===== src/hw/rtl/spectrum_row_max_decimate_colorize_assert.svh =====
// Assertion macros shared by the spectrum row decimator RTL
`ifndef SPECTRUM_ROW_MAX_DECIMATE_COLORIZE_ASSERT_SVH
`define SPECTRUM_ROW_MAX_DECIMATE_COLORIZE_ASSERT_SVH

// Same-cycle implication, clocked on clock, off during reset
`define SRMDC_ASSERT_IMPLIES(label, cond, prop, msg) \
   label: assert property (@(posedge clock) disable iff (reset) (cond) |-> (prop)) \
      else $error(msg);

// Next-cycle implication, clocked on clock, off during reset
`define SRMDC_ASSERT_NEXT(label, cond, prop, msg) \
   label: assert property (@(posedge clock) disable iff (reset) (cond) |=> (prop)) \
      else $error(msg);

`endif


===== src/hw/rtl/srmdc_pkg.sv =====
// Shared types and constants for the spectrum row decimator and colorizer
package srmdc_pkg;

   localparam int CSR_INDEX_W    = 8;
   localparam int CSR_DATA_W     = 24;

   localparam int BINS_CFG_W     = 17;
   localparam int COLS_CFG_W     = 15;
   localparam int FLOOR_W        = 16;
   localparam int SCALE_W        = 24;

   localparam int COLUMN_INDEX_W = 14;
   localparam int PAL_W          = 8;
   localparam int FRAC_BITS      = 16;
   localparam int ROUND_HALF     = 32768;

   localparam logic [BINS_CFG_W-1:0] BINS_RESET  = 17'd4096;
   localparam logic [COLS_CFG_W-1:0] COLS_RESET  = 15'd4096;
   localparam logic [FLOOR_W-1:0]    FLOOR_RESET = 16'hF880;
   localparam logic [SCALE_W-1:0]    SCALE_RESET = 24'd10445;
   localparam logic [PAL_W-1:0]      PAL_MAX     = 8'hFF;

   typedef enum logic [CSR_INDEX_W-1:0] {
      CSR_BINS    = 8'd0,
      CSR_COLUMNS = 8'd1,
      CSR_FLOOR   = 8'd2,
      CSR_SCALE   = 8'd3
   } csr_reg_type;

   typedef enum logic [1:0] {
      DIV_IDLE,
      DIV_RUN,
      DIV_DONE
   } div_state_type;

endpackage


===== src/hw/rtl/srmdc_if.sv =====
// Item channel interfaces: bin input, column result, register write
interface srmdc_req_if #(
   parameter int LEVEL_BITS = 16
);
   logic                         valid;
   logic                         ready;
   logic signed [LEVEL_BITS-1:0] bin_level;

   modport source (output valid, output bin_level, input ready);
   modport sink   (input valid, input bin_level, output ready);
endinterface

interface srmdc_rsp_if;
   import srmdc_pkg::*;
   logic                      valid;
   logic                      ready;
   logic [COLUMN_INDEX_W-1:0] column_index;
   logic [PAL_W-1:0]          palette_index;
   logic                      row_done;

   modport source (output valid, output column_index, output palette_index,
                   output row_done, input ready);
   modport sink   (input valid, input column_index, input palette_index,
                   input row_done, output ready);
endinterface

interface srmdc_csr_if;
   import srmdc_pkg::*;
   logic                   valid;
   logic                   ready;
   logic [CSR_INDEX_W-1:0] index;
   logic [CSR_DATA_W-1:0]  data;

   modport source (output valid, output index, output data, input ready);
   modport sink   (input valid, input index, input data, output ready);
endinterface


===== src/hw/rtl/srmdc_div.sv =====
// Restoring divider, one quotient bit per cycle, for row block geometry
module srmdc_div #(
   parameter int N_W = 17,
   parameter int D_W = 15
) (
   input  logic           clock,
   input  logic           reset,
   input  logic           start,
   input  logic [N_W-1:0] dividend,
   input  logic [D_W-1:0] divisor,
   output logic           busy,
   output logic           done,
   output logic [N_W-1:0] quotient,
   output logic [D_W-1:0] remainder
);
   import srmdc_pkg::*;

   localparam int CNT_W = (N_W > 1) ? $clog2(N_W) : 1;

   div_state_type  state_ff, state_in;
   logic [CNT_W-1:0] count_ff, count_in;
   logic [N_W-1:0] quot_ff, quot_in;
   logic [D_W-1:0] rem_ff, rem_in;
   logic [D_W-1:0] dsr_ff, dsr_in;
   logic [D_W:0]   trial;
   logic           fits;

   always_ff @(posedge clock) begin
      if (reset) begin
         state_ff <= DIV_IDLE;
      end else begin
         state_ff <= state_in;
      end
      count_ff <= count_in;
      quot_ff  <= quot_in;
      rem_ff   <= rem_in;
      dsr_ff   <= dsr_in;
   end

   always_comb begin
      state_in = state_ff;
      count_in = count_ff;
      quot_in  = quot_ff;
      rem_in   = rem_ff;
      dsr_in   = dsr_ff;
      trial    = {rem_ff, quot_ff[N_W-1]};
      fits     = trial >= {1'b0, dsr_ff};
      unique case (state_ff)
         DIV_IDLE: begin
            if (start) begin
               state_in = DIV_RUN;
               count_in = '0;
               quot_in  = dividend;
               rem_in   = '0;
               dsr_in   = divisor;
            end
         end
         DIV_RUN: begin
            rem_in   = fits ? D_W'(trial - {1'b0, dsr_ff}) : D_W'(trial);
            quot_in  = {quot_ff[N_W-2:0], fits};
            count_in = count_ff + 1'b1;
            if (count_ff == CNT_W'(N_W - 1)) begin
               state_in = DIV_DONE;
            end
         end
         DIV_DONE: begin
            state_in = DIV_IDLE;
         end
         default: begin
            state_in = DIV_IDLE;
         end
      endcase
   end

   assign busy      = state_ff != DIV_IDLE;
   assign done      = state_ff == DIV_DONE;
   assign quotient  = quot_ff;
   assign remainder = rem_ff;

endmodule


===== src/hw/rtl/spectrum_row_max_decimate_colorize.sv =====
// Top level: peak-hold row decimation and palette index mapping of spectrum bins
// Usage:
//   req_ch carries one signed bin level per item, valid/ready handshake.
//   rsp_ch returns one item per finished column: column index, palette index
//   and a row_done flag on the last column of the row.
//   csr_ch writes bins_per_row (0), columns_per_row (1), floor_level (2) and
//   level_scale (3); it is always ready. Unknown indexes are ignored.
// Throughput: one bin per cycle while req_ch.ready is high, set by the
//   single-pass bin stage and the one-multiply colorize pipeline.
// Result path: column results pass stages a, b and c, then the output register.
// Reset and geometry writes: block size bins/columns is found by a bit-serial
//   divider; req_ch.ready stays low until the divider finishes, and the
//   partial row is dropped.
// Stalls: when rsp_ch.ready is low the pipeline fills its three internal stages
//   plus the output register, then drops req_ch.ready; no item is lost.
`include "spectrum_row_max_decimate_colorize_assert.svh"

module spectrum_row_max_decimate_colorize #(
   parameter int MAX_BINS    = 65536,
   parameter int MAX_COLUMNS = 16384,
   parameter int LEVEL_BITS  = 16
) (
   input  logic      clock,
   input  logic      reset,
   srmdc_req_if.sink   req_ch,
   srmdc_rsp_if.source rsp_ch,
   srmdc_csr_if.sink   csr_ch
);
   import srmdc_pkg::*;

   localparam int BIN_W  = $clog2(MAX_BINS + 1);
   localparam int COL_W  = $clog2(MAX_COLUMNS + 1);
   localparam int REM_W  = $clog2(MAX_COLUMNS);
   localparam int SUM_W  = COL_W + 1;
   localparam int BW     = (BIN_W > BINS_CFG_W) ? BIN_W : BINS_CFG_W;
   localparam int CW     = (COL_W > COLS_CFG_W) ? COL_W : COLS_CFG_W;
   localparam int MW     = (BW > CW) ? BW : CW;
   localparam int DIFF_W = LEVEL_BITS + 1;
   localparam int PROD_W = LEVEL_BITS + SCALE_W;

   localparam logic signed [LEVEL_BITS-1:0] LEVEL_MIN = {1'b1, {(LEVEL_BITS-1){1'b0}}};

   // configuration
   logic [BINS_CFG_W-1:0] bins_ff;
   logic [COLS_CFG_W-1:0] cols_ff;
   logic [FLOOR_W-1:0]    floor_ff;
   logic [SCALE_W-1:0]    scale_ff;
   logic                  restart_ff, restart_in;
   logic                  geom_write;

   // geometry
   logic [MW-1:0]    bins_m, cols_m, eff_bins_m, eff_cols_m;
   logic [COL_W-1:0] cols_eff_ff;
   logic [BIN_W-1:0] q_ff, div_quot;
   logic [REM_W-1:0] r_ff;
   logic [COL_W-1:0] div_rem;
   logic             div_start, div_busy, div_done;

   // row state
   logic [BIN_W-1:0]             bin_pos_ff, bin_pos_in, pos_next;
   logic [COL_W-1:0]             col_pos_ff, col_pos_in, col_next;
   logic signed [LEVEL_BITS-1:0] peak_ff, peak_in, peak_next, level;
   logic [BIN_W-1:0]             end_ff, end_in;
   logic [REM_W-1:0]             rem_ff, rem_in;
   logic [SUM_W-1:0]             rem_sum;
   logic                         wrap, blk_done, last;

   // pipeline
   logic a_free, b_free, c_free, o_free, accept, req_ready;
   logic                         a_valid_ff, b_valid_ff, c_valid_ff, o_valid_ff;
   logic [COLUMN_INDEX_W-1:0]    a_col_ff, b_col_ff, c_col_ff, o_col_ff;
   logic                         a_last_ff, b_last_ff, c_last_ff, o_last_ff;
   logic signed [LEVEL_BITS-1:0] a_peak_ff, floor_lvl;
   logic signed [DIFF_W-1:0]     b_diff_ff;
   logic [PROD_W-1:0]            c_prod_ff, prod_in;
   logic [PROD_W:0]              rnd_sum;
   logic [PAL_W-1:0]             o_pal_ff, pal_in;

   // register writes
   assign csr_ch.ready = 1'b1;
   assign geom_write   = csr_ch.valid &&
                         (csr_ch.index == CSR_BINS || csr_ch.index == CSR_COLUMNS);

   always_ff @(posedge clock) begin
      if (reset) begin
         bins_ff  <= BINS_RESET;
         cols_ff  <= COLS_RESET;
         floor_ff <= FLOOR_RESET;
         scale_ff <= SCALE_RESET;
      end else if (csr_ch.valid) begin
         unique case (csr_ch.index)
            CSR_BINS:    bins_ff  <= csr_ch.data[BINS_CFG_W-1:0];
            CSR_COLUMNS: cols_ff  <= csr_ch.data[COLS_CFG_W-1:0];
            CSR_FLOOR:   floor_ff <= csr_ch.data[FLOOR_W-1:0];
            CSR_SCALE:   scale_ff <= csr_ch.data[SCALE_W-1:0];
            default: begin
            end
         endcase
      end
   end

   // effective bin and column counts
   always_comb begin
      bins_m     = MW'(bins_ff);
      cols_m     = MW'(cols_ff);
      eff_bins_m = bins_m;
      eff_cols_m = cols_m;
      if (bins_m == '0) begin
         eff_bins_m = MW'(1);
      end else if (bins_m > MW'(MAX_BINS)) begin
         eff_bins_m = MW'(MAX_BINS);
      end
      if (cols_m == '0) begin
         eff_cols_m = MW'(1);
      end else if (cols_m > MW'(MAX_COLUMNS)) begin
         eff_cols_m = MW'(MAX_COLUMNS);
      end
      if (eff_cols_m > eff_bins_m) begin
         eff_cols_m = eff_bins_m;
      end
   end

   assign div_start  = restart_ff && !div_busy;
   assign restart_in = geom_write || (restart_ff && div_busy);

   always_ff @(posedge clock) begin
      if (reset) begin
         restart_ff <= 1'b1;
      end else begin
         restart_ff <= restart_in;
      end
      if (div_start) begin
         cols_eff_ff <= COL_W'(eff_cols_m);
      end
      if (div_done) begin
         q_ff <= div_quot;
         r_ff <= REM_W'(div_rem);
      end
   end

   srmdc_div #(
      .N_W(BIN_W),
      .D_W(COL_W)
   ) u_div (
      .clock    (clock),
      .reset    (reset),
      .start    (div_start),
      .dividend (BIN_W'(eff_bins_m)),
      .divisor  (COL_W'(eff_cols_m)),
      .busy     (div_busy),
      .done     (div_done),
      .quotient (div_quot),
      .remainder(div_rem)
   );

   // handshake
   always_comb begin
      o_free    = !o_valid_ff || rsp_ch.ready;
      c_free    = !c_valid_ff || o_free;
      b_free    = !b_valid_ff || c_free;
      a_free    = !a_valid_ff || b_free;
      req_ready = a_free && !restart_ff && !div_busy;
      accept    = req_ch.valid && req_ready;
   end
   assign req_ch.ready = req_ready;

   // bin stage: peak hold and block boundary tracking
   always_comb begin
      level     = req_ch.bin_level;
      peak_next = (level > peak_ff) ? level : peak_ff;
      pos_next  = bin_pos_ff + 1'b1;
      col_next  = col_pos_ff + 1'b1;
      blk_done  = pos_next >= end_ff;
      last      = col_next >= cols_eff_ff;
      rem_sum   = SUM_W'(rem_ff) + SUM_W'(r_ff);
      wrap      = rem_sum >= SUM_W'(cols_eff_ff);

      bin_pos_in = bin_pos_ff;
      col_pos_in = col_pos_ff;
      peak_in    = peak_ff;
      end_in     = end_ff;
      rem_in     = rem_ff;
      priority if (div_done) begin
         bin_pos_in = '0;
         col_pos_in = '0;
         peak_in    = LEVEL_MIN;
         end_in     = div_quot;
         rem_in     = '0;
      end else if (accept && !blk_done) begin
         bin_pos_in = pos_next;
         peak_in    = peak_next;
      end else if (accept && last) begin
         bin_pos_in = '0;
         col_pos_in = '0;
         peak_in    = LEVEL_MIN;
         end_in     = q_ff;
         rem_in     = '0;
      end else if (accept) begin
         bin_pos_in = pos_next;
         col_pos_in = col_next;
         peak_in    = LEVEL_MIN;
         end_in     = end_ff + q_ff + BIN_W'(wrap);
         rem_in     = wrap ? REM_W'(rem_sum - SUM_W'(cols_eff_ff)) : REM_W'(rem_sum);
      end else begin
         // no item this cycle: hold
      end
   end

   always_ff @(posedge clock) begin
      if (reset) begin
         bin_pos_ff <= '0;
         col_pos_ff <= '0;
         peak_ff    <= LEVEL_MIN;
         end_ff     <= '0;
         rem_ff     <= '0;
      end else begin
         bin_pos_ff <= bin_pos_in;
         col_pos_ff <= col_pos_in;
         peak_ff    <= peak_in;
         end_ff     <= end_in;
         rem_ff     <= rem_in;
      end
   end

   // colorize pipeline
   assign floor_lvl = signed'(LEVEL_BITS'(floor_ff));

   always_comb begin
      prod_in = '0;
      if (!b_diff_ff[DIFF_W-1] && b_diff_ff != '0) begin
         prod_in = PROD_W'(b_diff_ff[LEVEL_BITS-1:0]) * PROD_W'(scale_ff);
      end
      rnd_sum = (PROD_W+1)'(c_prod_ff) + (PROD_W+1)'(ROUND_HALF);
      pal_in  = (|rnd_sum[PROD_W:FRAC_BITS+PAL_W]) ? PAL_MAX
                                                   : rnd_sum[FRAC_BITS+PAL_W-1:FRAC_BITS];
   end

   always_ff @(posedge clock) begin
      if (reset) begin
         a_valid_ff <= 1'b0;
         b_valid_ff <= 1'b0;
         c_valid_ff <= 1'b0;
         o_valid_ff <= 1'b0;
      end else begin
         if (a_free) a_valid_ff <= accept && blk_done;
         if (b_free) b_valid_ff <= a_valid_ff;
         if (c_free) c_valid_ff <= b_valid_ff;
         if (o_free) o_valid_ff <= c_valid_ff;
      end
      if (accept && blk_done) begin
         a_col_ff  <= COLUMN_INDEX_W'(col_pos_ff);
         a_last_ff <= last;
         a_peak_ff <= peak_next;
      end
      if (b_free) begin
         b_col_ff  <= a_col_ff;
         b_last_ff <= a_last_ff;
         b_diff_ff <= DIFF_W'(a_peak_ff) - DIFF_W'(floor_lvl);
      end
      if (c_free) begin
         c_col_ff  <= b_col_ff;
         c_last_ff <= b_last_ff;
         c_prod_ff <= prod_in;
      end
      if (o_free) begin
         o_col_ff  <= c_col_ff;
         o_last_ff <= c_last_ff;
         o_pal_ff  <= pal_in;
      end
   end

   assign rsp_ch.valid         = o_valid_ff;
   assign rsp_ch.column_index  = o_col_ff;
   assign rsp_ch.palette_index = o_pal_ff;
   assign rsp_ch.row_done      = o_last_ff;

   `SRMDC_ASSERT_IMPLIES(a_col_in_row, !restart_ff && !div_busy, col_pos_ff < cols_eff_ff, "column position past column count")
   `SRMDC_ASSERT_IMPLIES(a_rem_below_cols, !restart_ff && !div_busy, SUM_W'(rem_ff) < SUM_W'(cols_eff_ff), "block remainder not below column count")
   `SRMDC_ASSERT_IMPLIES(a_pos_before_end, !restart_ff && !div_busy, bin_pos_ff < end_ff, "bin position reached block end without a column")
   `SRMDC_ASSERT_NEXT(a_row_restart, div_done, end_ff == q_ff && bin_pos_ff == '0 && col_pos_ff == '0, "row not restarted after geometry update")

endmodule


===== src/flat_wrapper.sv =====
// flat-port wrapper written by rule: the top's interface ports become plain ports
module spectrum_row_max_decimate_colorize_flat import srmdc_pkg::*;
#(
   parameter int MAX_BINS    = 65536,
   parameter int MAX_COLUMNS = 16384,
   parameter int LEVEL_BITS  = 16
)
  (clock, reset, req_ch_valid, req_ch_bin_level, req_ch_ready, rsp_ch_valid, rsp_ch_column_index, rsp_ch_palette_index, rsp_ch_row_done, rsp_ch_ready, csr_ch_valid, csr_ch_index, csr_ch_data, csr_ch_ready);
  srmdc_req_if #(.LEVEL_BITS(LEVEL_BITS)) req_ch_i ();
  srmdc_rsp_if rsp_ch_i ();
  srmdc_csr_if csr_ch_i ();
  input  logic clock;
  input  logic reset;
  input wire logic [$bits(req_ch_i.valid)-1:0] req_ch_valid;
  input wire logic [$bits(req_ch_i.bin_level)-1:0] req_ch_bin_level;
  output wire logic [$bits(req_ch_i.ready)-1:0] req_ch_ready;
  output wire logic [$bits(rsp_ch_i.valid)-1:0] rsp_ch_valid;
  output wire logic [$bits(rsp_ch_i.column_index)-1:0] rsp_ch_column_index;
  output wire logic [$bits(rsp_ch_i.palette_index)-1:0] rsp_ch_palette_index;
  output wire logic [$bits(rsp_ch_i.row_done)-1:0] rsp_ch_row_done;
  input wire logic [$bits(rsp_ch_i.ready)-1:0] rsp_ch_ready;
  input wire logic [$bits(csr_ch_i.valid)-1:0] csr_ch_valid;
  input wire logic [$bits(csr_ch_i.index)-1:0] csr_ch_index;
  input wire logic [$bits(csr_ch_i.data)-1:0] csr_ch_data;
  output wire logic [$bits(csr_ch_i.ready)-1:0] csr_ch_ready;
  assign req_ch_i.valid = req_ch_valid;
  assign req_ch_i.bin_level = req_ch_bin_level;
  assign req_ch_ready = req_ch_i.ready;
  assign rsp_ch_valid = rsp_ch_i.valid;
  assign rsp_ch_column_index = rsp_ch_i.column_index;
  assign rsp_ch_palette_index = rsp_ch_i.palette_index;
  assign rsp_ch_row_done = rsp_ch_i.row_done;
  assign rsp_ch_i.ready = rsp_ch_ready;
  assign csr_ch_i.valid = csr_ch_valid;
  assign csr_ch_i.index = csr_ch_index;
  assign csr_ch_i.data = csr_ch_data;
  assign csr_ch_ready = csr_ch_i.ready;
  spectrum_row_max_decimate_colorize #(.MAX_BINS(MAX_BINS), .MAX_COLUMNS(MAX_COLUMNS), .LEVEL_BITS(LEVEL_BITS)) u_core (.clock(clock), .reset(reset), .req_ch(req_ch_i), .rsp_ch(rsp_ch_i), .csr_ch(csr_ch_i));
endmodule

===== config.mk =====
export PLATFORM = sky130hd
export DESIGN_NAME = spectrum_row_max_decimate_colorize_flat
export DESIGN_NICKNAME = d
export VERILOG_FILES = /design/src/hw/rtl/srmdc_pkg.sv /design/src/hw/rtl/srmdc_if.sv /design/src/hw/rtl/srmdc_div.sv /design/src/hw/rtl/spectrum_row_max_decimate_colorize.sv /design/src/flat_wrapper.sv
export VERILOG_INCLUDE_DIRS = /design/src /design/src/hw/rtl
export SDC_FILE = /design/constraint.sdc
export NUM_CORES = 2
export LEC_CHECK = 0
export BUFFER_PORTS_ARGS = -buffer_cell sky130_fd_sc_hd__buf_2
export CORE_ASPECT_RATIO = 1.1
export CORE_UTILIZATION = 65
export CTS_BUF_LIST = sky130_fd_sc_hd__clkbuf_4 sky130_fd_sc_hd__clkbuf_8 sky130_fd_sc_hd__clkbuf_16
export CTS_CLUSTER_SIZE = 14
export DETAILED_ROUTE_END_ITERATION = 12
export PLACE_DENSITY = 0.93
export SLEW_MARGIN = 20
export SYNTH_ARGS = -nofsm -noshare
export SYNTH_HDL_FRONTEND = slang
export SYNTH_SLANG_ARGS = --single-unit

===== constraint.sdc =====
create_clock -name clock -period 8.1 [get_ports clock]
set_clock_uncertainty 0.15 [all_clocks]
set_input_delay 0.405 -clock clock [delete_from_list [all_inputs] [get_ports clock]]
set_output_delay 0.405 -clock clock [all_outputs]
set_load 0.02 [all_outputs]

==> results_dict.tcl <==
set metrics [dict create \
    drv_slew 0 \
    p_leak_uw 0.0150 \
    fin_util 0.717 \
    initial_core_util 0.660 \
    power_density_mw_per_mm2 418 \
    crit_fanout 25 \
    ant_nets 0 \
    synth_seq_cells 367 \
    synth_top_area_frac 0.203 \
    setup_viol 0 \
    fin_setup_tns_ps 0 \
    vias_per_cell 6.33 \
    synth-edff-count 209 \
    path_class "reg2reg" \
    clk_latency_ps 600 \
    cap_violations 0 \
    synth_area_mm2 0.0309 \
    nets 3982 \
    grt_use_met3 0.0973 \
    gr-max-usage-layer "met2" \
    yosys.area.top_type "edfxtp_1" \
    ios 79 \
    max_clock_freq_ghz 0.131 \
    dp_hpwl_um 57700 \
    worstPathArrival_ps 7740 \
    worstSetupEndpoint "u_core.c_prod_ff[39]" \
    endpoint_kind "register" \
    vias 25282 \
    final_cell_mix "537 x nand2_1, 477 x inv_1, 311 x fa_1" \
    timing_hold_violations_final 0 \
    rows 83 \
    rsz0062_at_grt "false" \
    cts_sinks 367 \
    layout-drive-gt1-share 0.0677 \
    numCtsBuffers 39 \
    slew_headroom 0.264 \
    r2r-start "u_core.b_diff_ff[4]" \
    cts_tree "done" \
    hold_class "in2reg" \
    startpoint "u_core.b_diff_ff[4]" \
    synthDistinctLibCells 83 \
    drc 0 \
    drt_iter0_markers 2958 \
    fp.dieArea_mm2 0.0483 \
    gp_congestion 0.980 \
    synth.area.top_cells "edfxtp_1 20%, fa_1 20%, dfxtp_1 10%, ha_1 10%, nand2_1 6.5%" \
    clockBufferDepth 3 \
    gr-usage-met1 0.399 \
    fin_crit_ps 7630 \
    grt_first_pass_wirelength_um 135000 \
    grt_max_degree 81 \
    status "finished, final reports clean" \
    drt-wirelength-per-cell_um 21.1 \
    start_kind "register" \
    cts-htree-levels 2 \
    placed_area_mm2 0.0318 \
    cts-root-buf "clkbuf_16" \
    avgSynthCellArea_um2 9.34 \
    port_buffers 77 \
    antenna_found_initial 6 \
    grtUsageTotal 0.357 \
    coreArea_mm2 0.0467 \
    rr_worst_depth 23 \
    fin_crit_sh 0.941 \
    die_h_um 231 \
    ys_seq_area_frac 0.306 \
    ys.flop_type "edfxtp_1" \
    synthToLayoutAreaGrowth_pct 8.66 \
    holdWs_ps 23.9 \
    path_clk_slew_ps 60 \
    fin_area_mm2 0.0335 \
    async_flop_share 0 \
    wl_um 84200 \
    syn-num-nets 3921 \
    timing.rr.end "u_core.c_prod_ff[39]" \
    tightest_slew_ps 1100 \
    gr-total-overflow 0 \
    die_w_um 210 \
    synthCells 3305 \
    nFillCells 2914 \
    critPathRequiredTime_ps 8210 \
    grt_pass1_vias 26244 \
    yosysWarnings 0 \
    first_pass_iters 10 \
    grt.met2_usage 0.591 \
    ir_drop_uv 1240 \
    regToRegSetupSlack_ps 470 \
    final_common_cell "nand2_1" \
    cts-resized-gates 0 \
]
## Yosys cell counts, types with 7 or more instances
cell        n
nor4_1     17
nand4_1    29
edfxtp_1  209
nor2b_1    23
fa_1      311
nand2b_1   13
o21ai_0    95
and3_1     26
a21o_1     49
a21oi_1   170
buf_2      14
o211ai_1   16
and2_1    161
clkbuf_1  116
or3_1       7
a211oi_1   11
xor2_1     42
nor3_1     39
nand3b_1    7
ha_1      252
inv_1     477
nand3_1    92
mux2i_1    29
dfxtp_1   158
o21a_1     15
a31oi_1    10
nor2_1    155
nand2_1   538
o21bai_1   10
a22oi_1    11
xnor2_1    71
a22o_1     17
a221oi_1    8
## through the flow
step	cells	power [µW]	worst slack (ps)
after global routing	3994	15200	206
after floorplan	3305	9610	1390
final	3994	14000	474
after CTS	3991	13900	507
after detailed placement	3882	12000	560
after global placement	3882	11500	854
## report_power, final
part	total [µW]	internal, µW	switching (µW)	leakage [µW]
clock	1880	1070	817	0.000648
combinational	9490	3840	5640	0.0109
sequential	2650	2410	236	0.00341
total	14000	7330	6690	0.0150
## registers in the layout (all words and copies together), names as in the netlist, 15 cells and up
signal / flops
u_core.c_prod_ff: 25
u_core.scale_ff: 24
u_core.b_diff_ff: 17
u_core.bin_pos_ff: 17
u_core.bins_ff: 17
u_core.end_ff: 17
u_core.q_ff: 17
u_core.u_div.quotient: 17
u_core.a_peak_ff: 16
u_core.floor_ff: 16
u_core.peak_ff: 16
u_core.col_pos_ff: 15
u_core.cols_ff: 15
u_core.u_div.remainder: 15
## critical path, stage by stage (launching register included)
cell and delay [ps]:
edfxtp_1 940, nand2_1 170, fa_1 510, inv_1 50, fa_1 530, inv_1 50
fa_1 500, inv_1 50, fa_1 460, fa_1 540, inv_1 50, fa_1 550
inv_1 50, ha_1 340, a21oi_1 180, o21ai_0 110, a221oi_1 410, o221ai_2 260
a22o_1 340, a31o_1 310, o41ai_4 290, o21ai_1 150, xnor2_1 180, nor2_1 60
## worst min path at each step
stage / startpoint / to / slack (ps) / cells past startpoint
after global placement: u_core.a_col_ff[10] / u_core.b_col_ff[10] / 250 / 0
after global routing: csr_ch_data[8] / u_core.bins_ff[8] / 30 / 3
final: csr_ch_data[1] / u_core.scale_ff[1] / 20 / 3
after CTS: csr_ch_data[1] / u_core.scale_ff[1] / 6 / 3
after detailed placement: u_core.b_col_ff[6] / u_core.c_col_ff[6] / 250 / 0
after floorplan: u_core.a_col_ff[0] / u_core.b_col_ff[0] / 250 / 0
## logic make-up (layout without fill, tap and decap cells)
family                   count (synthesis)  count (layout)  share of synthesized area
AND/OR/NAND/NOR                       1133            1133                      0.171
flip-flops                             367             367                      0.306
buffers and inverters                  618             710                     0.0762
XOR/XNOR                               113             113                     0.0321
other                                    1               3                   0.000122
adder cells (fa/ha/maj)                563             563                      0.304
multiplexers                            33              33                     0.0109
AO/OA/AOI/OAI                          477             477                      0.100
## per-layer routing
metal	vias to the layer above	wire length, µm	part of all wire
li1	10954	-	-
met3	570	8990	0.11
met4	4	7230	0.086
met2	1739	39700	0.47
met1	12015	28300	0.34
met5	-	27	0.00032
## cell type report
| cell class | count | area, µm² | area share |
|---|---|---|---|
| Tap cell | 595 | 744 | 0.0222 |
| Clock buffer | 49 | 1050 | 0.0313 |
| Clock inverter | 23 | 273 | 0.00814 |
| Sequential cell | 367 | 9440 | 0.282 |
| Timing Repair Buffer | 158 | 1090 | 0.0325 |
| Antenna cell | 2 | 5.00 | 0.000149 |
| Inverter | 480 | 1800 | 0.0537 |
| Multi-Input combinational cell | 2320 | 19100 | 0.570 |
## timing repair
| item | CTS | global route |
|---|---|---|
| hold buffers | 37 | 0 |
| buffers inserted | 0 | 0 |
| endpoints found under the hold margin | 55 | 0 |
(Power assumes the default switching activity.)
